$ cat config.mk
export PLATFORM = sky130hd
export DESIGN_NAME = tcet_queue
export DESIGN_NICKNAME = d
export VERILOG_FILES = /design/src/rtl/tcet_queue.sv
export SDC_FILE = /design/constraint.sdc
export NUM_CORES = 1
export LEC_CHECK = 0
export ABC_CLOCK_PERIOD_IN_PS = 3070
export BUFFER_PORTS_ARGS = -buffer_cell sky130_fd_sc_hd__buf_2
export CAP_MARGIN = 5
export CORE_MARGIN = 5
export CORE_UTILIZATION = 35
export CTS_CLUSTER_SIZE = 8
export DETAILED_ROUTE_END_ITERATION = 10
export HOLD_SLACK_MARGIN = 0.06
export PLACE_DENSITY = 0.54
export SLEW_MARGIN = 10
export SYNTH_ARGS = -nofsm -noshare
export SYNTH_HDL_FRONTEND = slang
export SYNTH_SLANG_ARGS = --single-unit
$ cat constraint.sdc
create_clock -name clock -period 3.07 [get_ports clock]
set_input_delay 0.307 -clock clock [delete_from_list [all_inputs] [get_ports clock]]
set_output_delay 0.307 -clock clock [all_outputs]
set_load 0.01 [all_outputs]
$ cat src/rtl/tcet_queue.sv
// Two-entry request queue between the front and back parts.
// Depends on nothing.
`default_nettype none
module tcet_queue #(
   parameter int W = 8
) (
   input  wire logic         clock,
   input  wire logic         reset,
   input  wire logic         push,
   input  wire logic [W-1:0] push_data,
   output logic              full,
   input  wire logic         pop,
   output logic              not_empty,
   output logic [W-1:0]      pop_data
);
   logic [W-1:0] mem_ff [2];
   logic         wp_ff, rp_ff;
   logic [1:0]   cnt_ff;

   assign full      = (cnt_ff == 2'd2);
   assign not_empty = (cnt_ff != 2'd0);
   assign pop_data  = mem_ff[rp_ff];

   always_ff @(posedge clock) begin
      if (reset) begin
         wp_ff  <= 1'b0;
         rp_ff  <= 1'b0;
         cnt_ff <= 2'd0;
      end else begin
         if (push && !full) begin
            mem_ff[wp_ff] <= push_data;
            wp_ff         <= ~wp_ff;
         end
         if (pop && not_empty) rp_ff <= ~rp_ff;
         cnt_ff <= cnt_ff + 2'((push && !full) ? 1 : 0) - 2'((pop && not_empty) ? 1 : 0);
      end
   end
endmodule
`default_nettype wire

==> impl_results.md <==
* Pleak at 0.401 nW
* Antenna Nets Post-Route at 0
* Routed len/inst at 12.2 um
* Hold Fails Final Rpt at 0
* Place WS at 1.34 ns
* Worst path cell trace: nor2b_4 -> nand2b_4 -> nor3_1 -> buf_4
* Row count at 17
* Mapped Avg Cell Area at 16.9 um^2
* Clock sink count at 21
* Setup violations, final at 0
* Crit-path max cell delay at 0.55 ns
* Critical path's slowest cell: nor3_1
* Register area share after synthesis at 70.1%
* CP delay by family, top: simple AND/OR/NAND/NOR gates
* Vias in the first global route at 504
* Final Cycle Share at 56.0%
* CTS resizes at 0
* N_diodes at 0
* FFs w/ async S/R, synth at 0%
* Clock tree root driver cell: clkbuf_4
* CORE AREA at 2230 um^2
* Post-synth EDFFs at 16
* Total CTS buffers at 3
* Syn. warnings at 0
* Crit path kind: register to register
* Via count at 460
* Final setup TNS at 0 ns
* Synth unique cells at 17
* H-tree Lvls at 1
* Filler cells at 213
* Max Clock Skew at 0.00101 ns
* Synth cell count leaders: edfxtp_1, mux2_2, dfxtp_1
* WP data required at 3.09 ns
* Tmin final at 1.72 ns
* Residual DRC at 0
* Layout Utilization at 45.0%
* Die area at 3440 um^2
* Post-Syn Nets at 63
* Post-CTS Repair Setup Buffers at 0
* Yosys reg bits at 21
* Synthesis-to-finish area growth at 21.3%
* Final GP Congestion at 0.612
* Iter 0 DRT Violations at 2
* Placed cell count at 99
* Crit path from: cnt_ff[1]
* Hold Path Origin: push_data[5]
* Min-delay worst type: primary input to register
* Status: finished, final reports clean
* Worst Tran Pin Value at 0.700 ns
* Post-CTS Hold Buffers at 0
* Die H at 58.6 um
* WP buf/inv at 1
* DIE WIDTH at 58.6 um
* Max-Cap Viols at 0
* HPWL Detailed at 954 um
* Share of layout cells above drive strength 1 at 52.0%
* RSZ-0062 raised after global routing: false
* I/O pin total at 22
* Post-Route WL at 1260 um
* Pin count of the biggest net entering global routing at 12
* GRT overflow at 0
* Via/cell ratio at 4.47
* Clk slew on worst S/H paths at 0.10 ns
* Slew Limit Fails at 0
* Worst-case clock buffer depth at 2
* Initial antenna violation count at 0
* Peak Freq at 582 MHz
* Cells after Synth at 49
* Nets at 90
* Tot GR Track Use at 8.54%
* Synth area leaders: edfxtp_1, dfxtp_1, mux2_2
* Final hold slack at 0.197 ns
* Crit start category: register
* Top FF cell, synth: edfxtp_1
* First drt pass iteration count at 4
* Synth area leader: edfxtp_1
* Count leader, synth: edfxtp_1
* Fin worst setup slack at 1.35 ns
* VDD IR max at 0.000369 V
* Clock latency on the worst-skew pair at 0.29 ns
* CTS tree: yes
* Starting Density at 37.1%
* Crit path capture type: register
* First-pass GRT wire length at 2130 um
* Syn Std Cell Area at 828 um^2
* Critical path peak fanout at 5
* Non-Filler Instances at 103
* Share of the synthesized area in the top cell type at 58.0%
* Slew HR at 52.9%
* Pwr Density at 734 nW/um^2
* Worst EP arrival at 1.74 ns
* Origin of the critical flop-to-flop path: cnt_ff[1]
* Port Buf Inserts at 21
## per-stage QoR
step | instance area [um^2] | power (mW)
after global placement | 978 | 0.623
after CTS | 1000 | 0.754
final | 1000 | 0.737
after floorplan | 828 | 0.552
after detailed placement | 978 | 0.627
after global routing | 1000 | 0.797
## where the power goes
| part | leakage, nW | total (mW) | switching (mW) | internal, mW |
|---|---|---|---|---|
| Combinational | 0.198 | 0.229 | 0.0963 | 0.133 |
| Sequential | 0.188 | 0.385 | 0.0352 | 0.349 |
| Clock | 0.0150 | 0.123 | 0.0726 | 0.0505 |
## layout make-up
class	instances	area [um^2]	area share (%)
clock buffer	4	26.3	2.62
timing repair buffer	23	120	12.0
multi-input combinational	26	239	23.8
sequential	21	581	57.8
tap	28	35.0	3.49
inverter	1	3.75	0.374
## state kept, by name, summed over array words and instances, names as in the netlist, named ones only
| name | flops |
|---|---|
| mem_ff | 16 |
| cnt_ff | 2 |
| rp_ff | 1 |
| wp_ff | 1 |
## cell usage in the layout (no fill, tap or decap), drive strengths merged
master  count
buf        23
edfxtp     16
mux2        9
dfxtp       5
nor2        4
clkbuf      4
nor2b       3
xnor2       2
ha          2
o21a        1
nand2b      1
or2         1
inv         1
nor3b       1
nor3        1
xor2        1
## worst reg2reg max path: stages, from the launching register on
cell and delay (ns):
dfxtp_1 0.35, nor2b_4 0.13, nand2b_4 0.16, nor3_1 0.55
buf_4 0.26
## metal layers
layer	up-vias	part of all wire, %	global-route usage [%]
li1	228	-	-
met1	216	42	8.99
met2	14	50	14.5
met3	2	5.8	4.61
met4	0	1.4	2.91
met5	-	0	0
## cells by family after synthesis
| logic type | synth area share [%] |
|---|---|
| buffers and inverters | 1.06 |
| xor gates and xnor gates | 3.17 |
| adders and majority gates | 3.02 |
| muxes | 12.7 |
| AOI/OAI and AO/OA | 1.06 |
| and+or+nand+nor | 8.91 |
| DFF | 70.1 |
## final timing paths
check                 endpoint  slack, ns  depth (start not counted)
setup / recovery  mem_ff[0][0]       1.35                          4
hold / removal    mem_ff[1][5]       0.20                          1
setup reg to reg  mem_ff[0][0]       1.35                          4
hold reg to reg       register       0.52                          2
(Power assumes the default switching activity.)
