$ cat src/rtl/tcet_pkg.sv
// Shared types and constants for the transaction conflict edge tracker.
// No dependencies; imported by txn_conflict_edge_tracker, tcet_front and tcet_back.
`default_nettype none
package tcet_pkg;
   localparam int ID_W    = 10;   // txn id and tuple index width
   localparam int THR_W   = 6;    // abort threshold width
   localparam int ENTRY_W = ID_W + 1;
   localparam logic [THR_W-1:0] THR_RESET = 6'd63;

   localparam logic [1:0] ST_EDGE     = 2'd0;
   localparam logic [1:0] ST_RECORDED = 2'd1;
   localparam logic [1:0] ST_ABORTED  = 2'd2;
   localparam logic [1:0] ST_SKIPPED  = 2'd3;

   localparam logic [1:0] DEP_WAR = 2'd0;
   localparam logic [1:0] DEP_WAW = 2'd1;
   localparam logic [1:0] DEP_RAW = 2'd2;

   typedef struct packed {
      logic [1:0]      status;
      logic [ID_W-1:0] from_txn;
      logic [ID_W-1:0] to_txn;
      logic [1:0]      dep_kind;
      logic            last;
   } rsp_type;
endpackage
`default_nettype wire

$ cat src/rtl/tcet_front.sv
// Front part: takes requests and reduces txn id and tuple index to their slots.
// Uses tcet_pkg; feeds tcet_queue.
`default_nettype none
module tcet_front
   import tcet_pkg::*;
#(
   parameter int NUM_TXNS   = 1024,
   parameter int NUM_TUPLES = 1024,
   localparam int TS_W  = $clog2(NUM_TXNS),
   localparam int TP_W  = $clog2(NUM_TUPLES),
   localparam int ACC_W = ID_W + 1 + TS_W + TP_W
) (
   input  wire logic             clock,
   input  wire logic             reset,
   input  wire logic             in_valid,
   output logic                  in_ready,
   input  wire logic [ID_W-1:0]  in_txn,
   input  wire logic [ID_W-1:0]  in_tuple,
   input  wire logic             in_write,
   output logic                  q_push,
   output logic [ACC_W-1:0]      q_data,
   input  wire logic             q_full
);
   // floor(x / N) == (x * MUL) >> SH for every ID_W-bit x, MUL = ceil(2^SH / N)
   localparam int     PROD_W = 2 * ID_W + 2;
   localparam int     T_SH   = ID_W + TS_W;
   localparam int     P_SH   = ID_W + TP_W;
   localparam longint T_MUL  = ((longint'(1) << T_SH) + longint'(NUM_TXNS) - 1) /
                               longint'(NUM_TXNS);
   localparam longint P_MUL  = ((longint'(1) << P_SH) + longint'(NUM_TUPLES) - 1) /
                               longint'(NUM_TUPLES);
   // divisor low bits; remainder math is done modulo 2^ID_W
   localparam logic [ID_W-1:0] T_MOD = ID_W'(NUM_TXNS);
   localparam logic [ID_W-1:0] P_MOD = ID_W'(NUM_TUPLES);

   typedef enum logic [1:0] {F_IDLE, F_MUL, F_PUSH} fstate_type;

   fstate_type        state_ff;
   logic [ID_W-1:0]   txn_ff, tup_ff;
   logic              wr_ff;
   logic [ID_W-1:0]   txn_quo_ff, tup_quo_ff, txn_quo_in, tup_quo_in;
   logic [PROD_W-1:0] txn_prod, tup_prod;
   logic [ID_W-1:0]   txn_rem, tup_rem;

   always_comb begin
      txn_prod   = {(ID_W+2)'(0), txn_ff} * PROD_W'(T_MUL);
      tup_prod   = {(ID_W+2)'(0), tup_ff} * PROD_W'(P_MUL);
      txn_quo_in = ID_W'(txn_prod >> T_SH);
      tup_quo_in = ID_W'(tup_prod >> P_SH);
      txn_rem    = txn_ff - ID_W'(txn_quo_ff * T_MOD);
      tup_rem    = tup_ff - ID_W'(tup_quo_ff * P_MOD);
   end

   assign in_ready = (state_ff == F_IDLE);
   assign q_push   = (state_ff == F_PUSH) && !q_full;
   assign q_data   = {txn_ff, wr_ff, TS_W'(txn_rem), TP_W'(tup_rem)};

   always_ff @(posedge clock) begin
      if (reset) begin
         state_ff <= F_IDLE;
      end else begin
         unique case (state_ff)
            F_IDLE: begin
               if (in_valid) begin
                  txn_ff   <= in_txn;
                  tup_ff   <= in_tuple;
                  wr_ff    <= in_write;
                  state_ff <= F_MUL;
               end
            end
            F_MUL: begin
               txn_quo_ff <= txn_quo_in;
               tup_quo_ff <= tup_quo_in;
               state_ff   <= F_PUSH;
            end
            F_PUSH: begin
               if (!q_full) state_ff <= F_IDLE;
            end
            default: state_ff <= F_IDLE;
         endcase
      end
   end
endmodule
`default_nettype wire

$ cat config.mk
export PLATFORM = sky130hd
export DESIGN_NAME = tcet_front
export DESIGN_NICKNAME = d
export VERILOG_FILES = /design/src/rtl/tcet_pkg.sv /design/src/rtl/tcet_front.sv
export SDC_FILE = /design/constraint.sdc
export NUM_CORES = 1
export LEC_CHECK = 0
export BUFFER_PORTS_ARGS = -buffer_cell sky130_fd_sc_hd__buf_2
export CORE_MARGIN = 4
export CORE_UTILIZATION = 41
export DETAILED_ROUTE_END_ITERATION = 8
export PLACE_DENSITY = 0.87
export SLEW_MARGIN = 20
export SYNTH_ARGS = -nofsm -noshare
export SYNTH_HDL_FRONTEND = slang
export SYNTH_SLANG_ARGS = --single-unit
export TNS_END_PERCENT = 10
$ cat constraint.sdc
create_clock -name clock -period 8.15 [get_ports clock]
set_input_delay 1.63 -clock clock [delete_from_list [all_inputs] [get_ports clock]]
set_output_delay 1.63 -clock clock [all_outputs]
set_load 0.01 [all_outputs]
==> results_tabular.tex <==
\begin{tabular}{lr}
\hline
Metric & Value \\
\hline
\multicolumn{2}{l}{\textbf{STA}} \\
Final-report max-slew violation count & 0 \\
Final Hold Fails & 0 \\
Final setup TNS & 0 ns \\
Max Clock Skew & 0.00384 ns \\
Unrepaired setup endpoints after global routing & no \\
Post-route fraction of the period consumed by the critical path & 0.453 \\
Worst max-slew margin expressed relative to the limit & 0.824 \\
Max frequency & 271 MHz \\
Worst-Margin Slew & 0.261 ns \\
Fin crit period & 3.69 ns \\
Number of setup violations in the final report & 0 \\
Least setup slack across all paths after layout & 4.46 ns \\
\multicolumn{2}{l}{\textbf{Placement}} \\
Final HPWL DP & 1150 um \\
Worst slack at placement & 4.45 ns \\
Placer Congestion & 0.538 \\
Count of buffers from port buffering & 57 \\
\multicolumn{2}{l}{\textbf{Final layout}} \\
Layout net count & 118 \\
Multi-input combinational cell area & 53.8 sq um \\
Sequential cell area & 671 sq um \\
Fill cell count & 154 \\
Share of post-route cells with drive strength above 1 & 0.674 \\
Count of antenna diodes in the layout & 0 \\
Area Overhead vs Synth & 34.2\% \\
\multicolumn{2}{l}{\textbf{Worst setup path}} \\
CP Cell Sequence & buf\_2, nor3b\_1, buf\_2 \\
Arrival @ worst endpoint & 2.06 ns \\
Data required, critical path & 6.52 ns \\
Library cell appearing most often on the critical path & sky130\_fd\_sc\_hd\_\_buf\_2 \\
Endpoint type of the worst setup path & output port \\
Slowest cell on the critical path & sky130\_fd\_sc\_hd\_\_nor3b\_1 \\
Type of the setup path with the least slack & primary input to output port \\
CP max stage delay & 0.17 ns \\
Biggest fanout along the worst timing path & 2 \\
Slack of the worst reg-to-reg path & 6.88 ns \\
Worst Setup Start Kind & primary input \\
\multicolumn{2}{l}{\textbf{Clocking}} \\
Clock Pin Slew Worst Setup and Hold Paths & 0.11 ns \\
Clock buffer depth & 2 \\
Clock root buffer & sky130\_fd\_sc\_hd\_\_clkbuf\_4 \\
Post-CTS setup buffer count & 0 \\
Clock network latency to the later pin of the worst-skew pair & 0.29 ns \\
TritonCTS clock tree & done \\
Clock Sinks & 23 \\
Cts bufs inserted & 3 \\
Hold buffer count at CTS & 0 \\
H-tree levels & 1 \\
Post\_cts resized & 0 \\
\multicolumn{2}{l}{\textbf{Synthesis}} \\
Net count of the mapped netlist & 66 \\
Biggest area consumer among synthesized cells & sky130\_fd\_sc\_hd\_\_edfxtp\_1 \\
Post-synth top area share & 0.787 \\
Proportion of synthesized chip area in sequential cells & 0.837 \\
Average footprint of a synthesized cell & 19.5 sq um \\
Syn Inst Count & 41 \\
Post-synth design cell area & 801 sq um \\
Count of unique library cells instantiated by Yosys & 9 \\
Number of storage elements in the synthesis netlist & 23 \\
Yosys warns & 0 \\
Area contributors post-synth & sky130\_fd\_sc\_hd\_\_edfxtp\_1, sky130\_fd\_sc\_hd\_\_buf\_4, sky130\_fd\_sc\_hd\_\_dfxtp\_1 \\
\multicolumn{2}{l}{\textbf{Outcome}} \\
Outcome & finished clean \\
\multicolumn{2}{l}{\textbf{Flow run}} \\
Max-capacitance violation count & 0 \\
\multicolumn{2}{l}{\textbf{Global routing}} \\
Overall overflow remaining after global route & 0 \\
Number of global-route vias before repair & 492 \\
Wire length of the first global-routing pass & 2190 um \\
Global routing usage summed across all routing layers & 0.111 \\
Antenna violations before repair & 0 \\
Largest net degree at the start of global routing & 22 \\
\multicolumn{2}{l}{\textbf{Floorplanning}} \\
Starting Density & 0.449 \\
Total die area & 2720 sq um \\
Width of the die & 52.2 um \\
Die height & 52.2 um \\
Core region area & 1780 sq um \\
Row Count & 15 \\
Top Ports & 58 \\
\multicolumn{2}{l}{\textbf{Detailed routing}} \\
Post-DRT Antenna Nets & 0 \\
Iter 0 DRT Violations & 1 \\
DRC Markers & 0 \\
Detail-routed net length per standard cell & 12.2 um \\
Final wirelength & 1430 um \\
Vias post-DR & 504 \\
Number of optimization iterations in the first detailed-route pass & 2 \\
Post-DR vias/cell & 4.31 \\
\multicolumn{2}{l}{\textbf{Power}} \\
Switching power & 41.9 uW \\
Internal power & 164 uW \\
PwrDens & 191 nW/um\^{}2 \\
Sequential group share of total power & 0.666 \\
Power share of the clock group & 0.235 \\
Net switching share of the total power & 0.204 \\
Combinational share of power & 0.099 \\
Worst ir drop on vdd & 0.104 mV \\
Static leakage & 0.468 nW \\
\multicolumn{2}{l}{\textbf{Worst hold path}} \\
Min-Delay Path Class & register to register \\
\hline
\end{tabular}
## kinds of logic after synthesis
logic type / Yosys count / synth area share
simple gates: 6 / 0.0531
compound gates: 1 / 0.00624
flops: 23 / 0.837
buf+inv: 11 / 0.103
## cell usage after synthesis
cell type,n
sky130_fd_sc_hd__nor4b_1,2
sky130_fd_sc_hd__nor3b_1,1
sky130_fd_sc_hd__buf_4,11
sky130_fd_sc_hd__edfxtp_1,21
sky130_fd_sc_hd__nor2_1,1
sky130_fd_sc_hd__dfxtp_1,2
sky130_fd_sc_hd__nand2b_1,1
sky130_fd_sc_hd__nand3b_1,1
sky130_fd_sc_hd__a21oi_1,1
## path summary, 6_finish.rpt
path,from,end,cells after the start
hold / removal,state_ff[0],state_ff[0],1
hold reg to reg,state_ff[0],state_ff[0],1
setup / recovery,q_full,q_push,3
setup reg to reg,state_ff[1],tup_ff[1],2
## final cells by class
| type | instances | area share |
|---|---|---|
| Sequential cell | 23 | 0.624 |
| Timing Repair Buffer | 58 | 0.272 |
| Multi-Input combinational cell | 7 | 0.0501 |
| Tap cell | 25 | 0.0291 |
| Clock buffer | 4 | 0.0244 |
## power groups by stage
stage	registers, mW	clock network, mW	logic [mW]
2_1_floorplan	0.143	0	0.00765
3_5_place_dp	0.140	0	0.0208
6_report	0.137	0.0484	0.0204
4_1_cts	0.137	0.0506	0.0209
5_1_grt	0.138	0.0571	0.0226
3_3_place_gp	0.139	0	0.0201
## registers in the layout, summed over array words and instances (netlist names)
| signal | count |
|---|---|
| state_ff | 2 |
| tup_ff | 10 |
| txn_ff | 10 |
| wr_ff | 1 |
## placed cells by master (no fill, tap or decap)
cell type,count
sky130_fd_sc_hd__buf_4,1
sky130_fd_sc_hd__nor2_1,1
sky130_fd_sc_hd__nand3b_1,1
sky130_fd_sc_hd__buf_2,57
sky130_fd_sc_hd__nand2b_1,1
sky130_fd_sc_hd__nor3b_1,1
sky130_fd_sc_hd__nor4b_2,1
sky130_fd_sc_hd__a21oi_1,1
sky130_fd_sc_hd__dfxtp_1,2
sky130_fd_sc_hd__edfxtp_1,21
sky130_fd_sc_hd__nor4b_1,1
sky130_fd_sc_hd__clkbuf_1,1
sky130_fd_sc_hd__clkbuf_4,3
## worst max-delay path: cells and delay by family
kind,cells,cell delay [ns]
buf+inv,2,0.27
simple gates,1,0.17
## routing by layer
metal	vias to the layer above	global-route usage	wire [um]
met2	37	0.201	768
met4	0	0.0383	0
met3	0	0.0456	238
met1	226	0.115	420
met5	-	0	0
li1	241	-	-
## metrics by stage
stage / cells / cell area (sq um) / total power [mW] / util / hold WS [ns]
floorplan: 41 / 801 / 0.150 / - / 0.469
global placement: 113 / 1050 / 0.160 / 0.588 / 0.499
detailed placement: 113 / 1050 / 0.161 / 0.588 / 0.546
CTS: 117 / 1070 / 0.208 / 0.603 / 0.558
global route: 117 / 1070 / 0.217 / 0.603 / 0.637
finish: 117 / 1070 / 0.206 / 0.603 / 0.570
No activity file was read; power rests on OpenSTA's default activity.
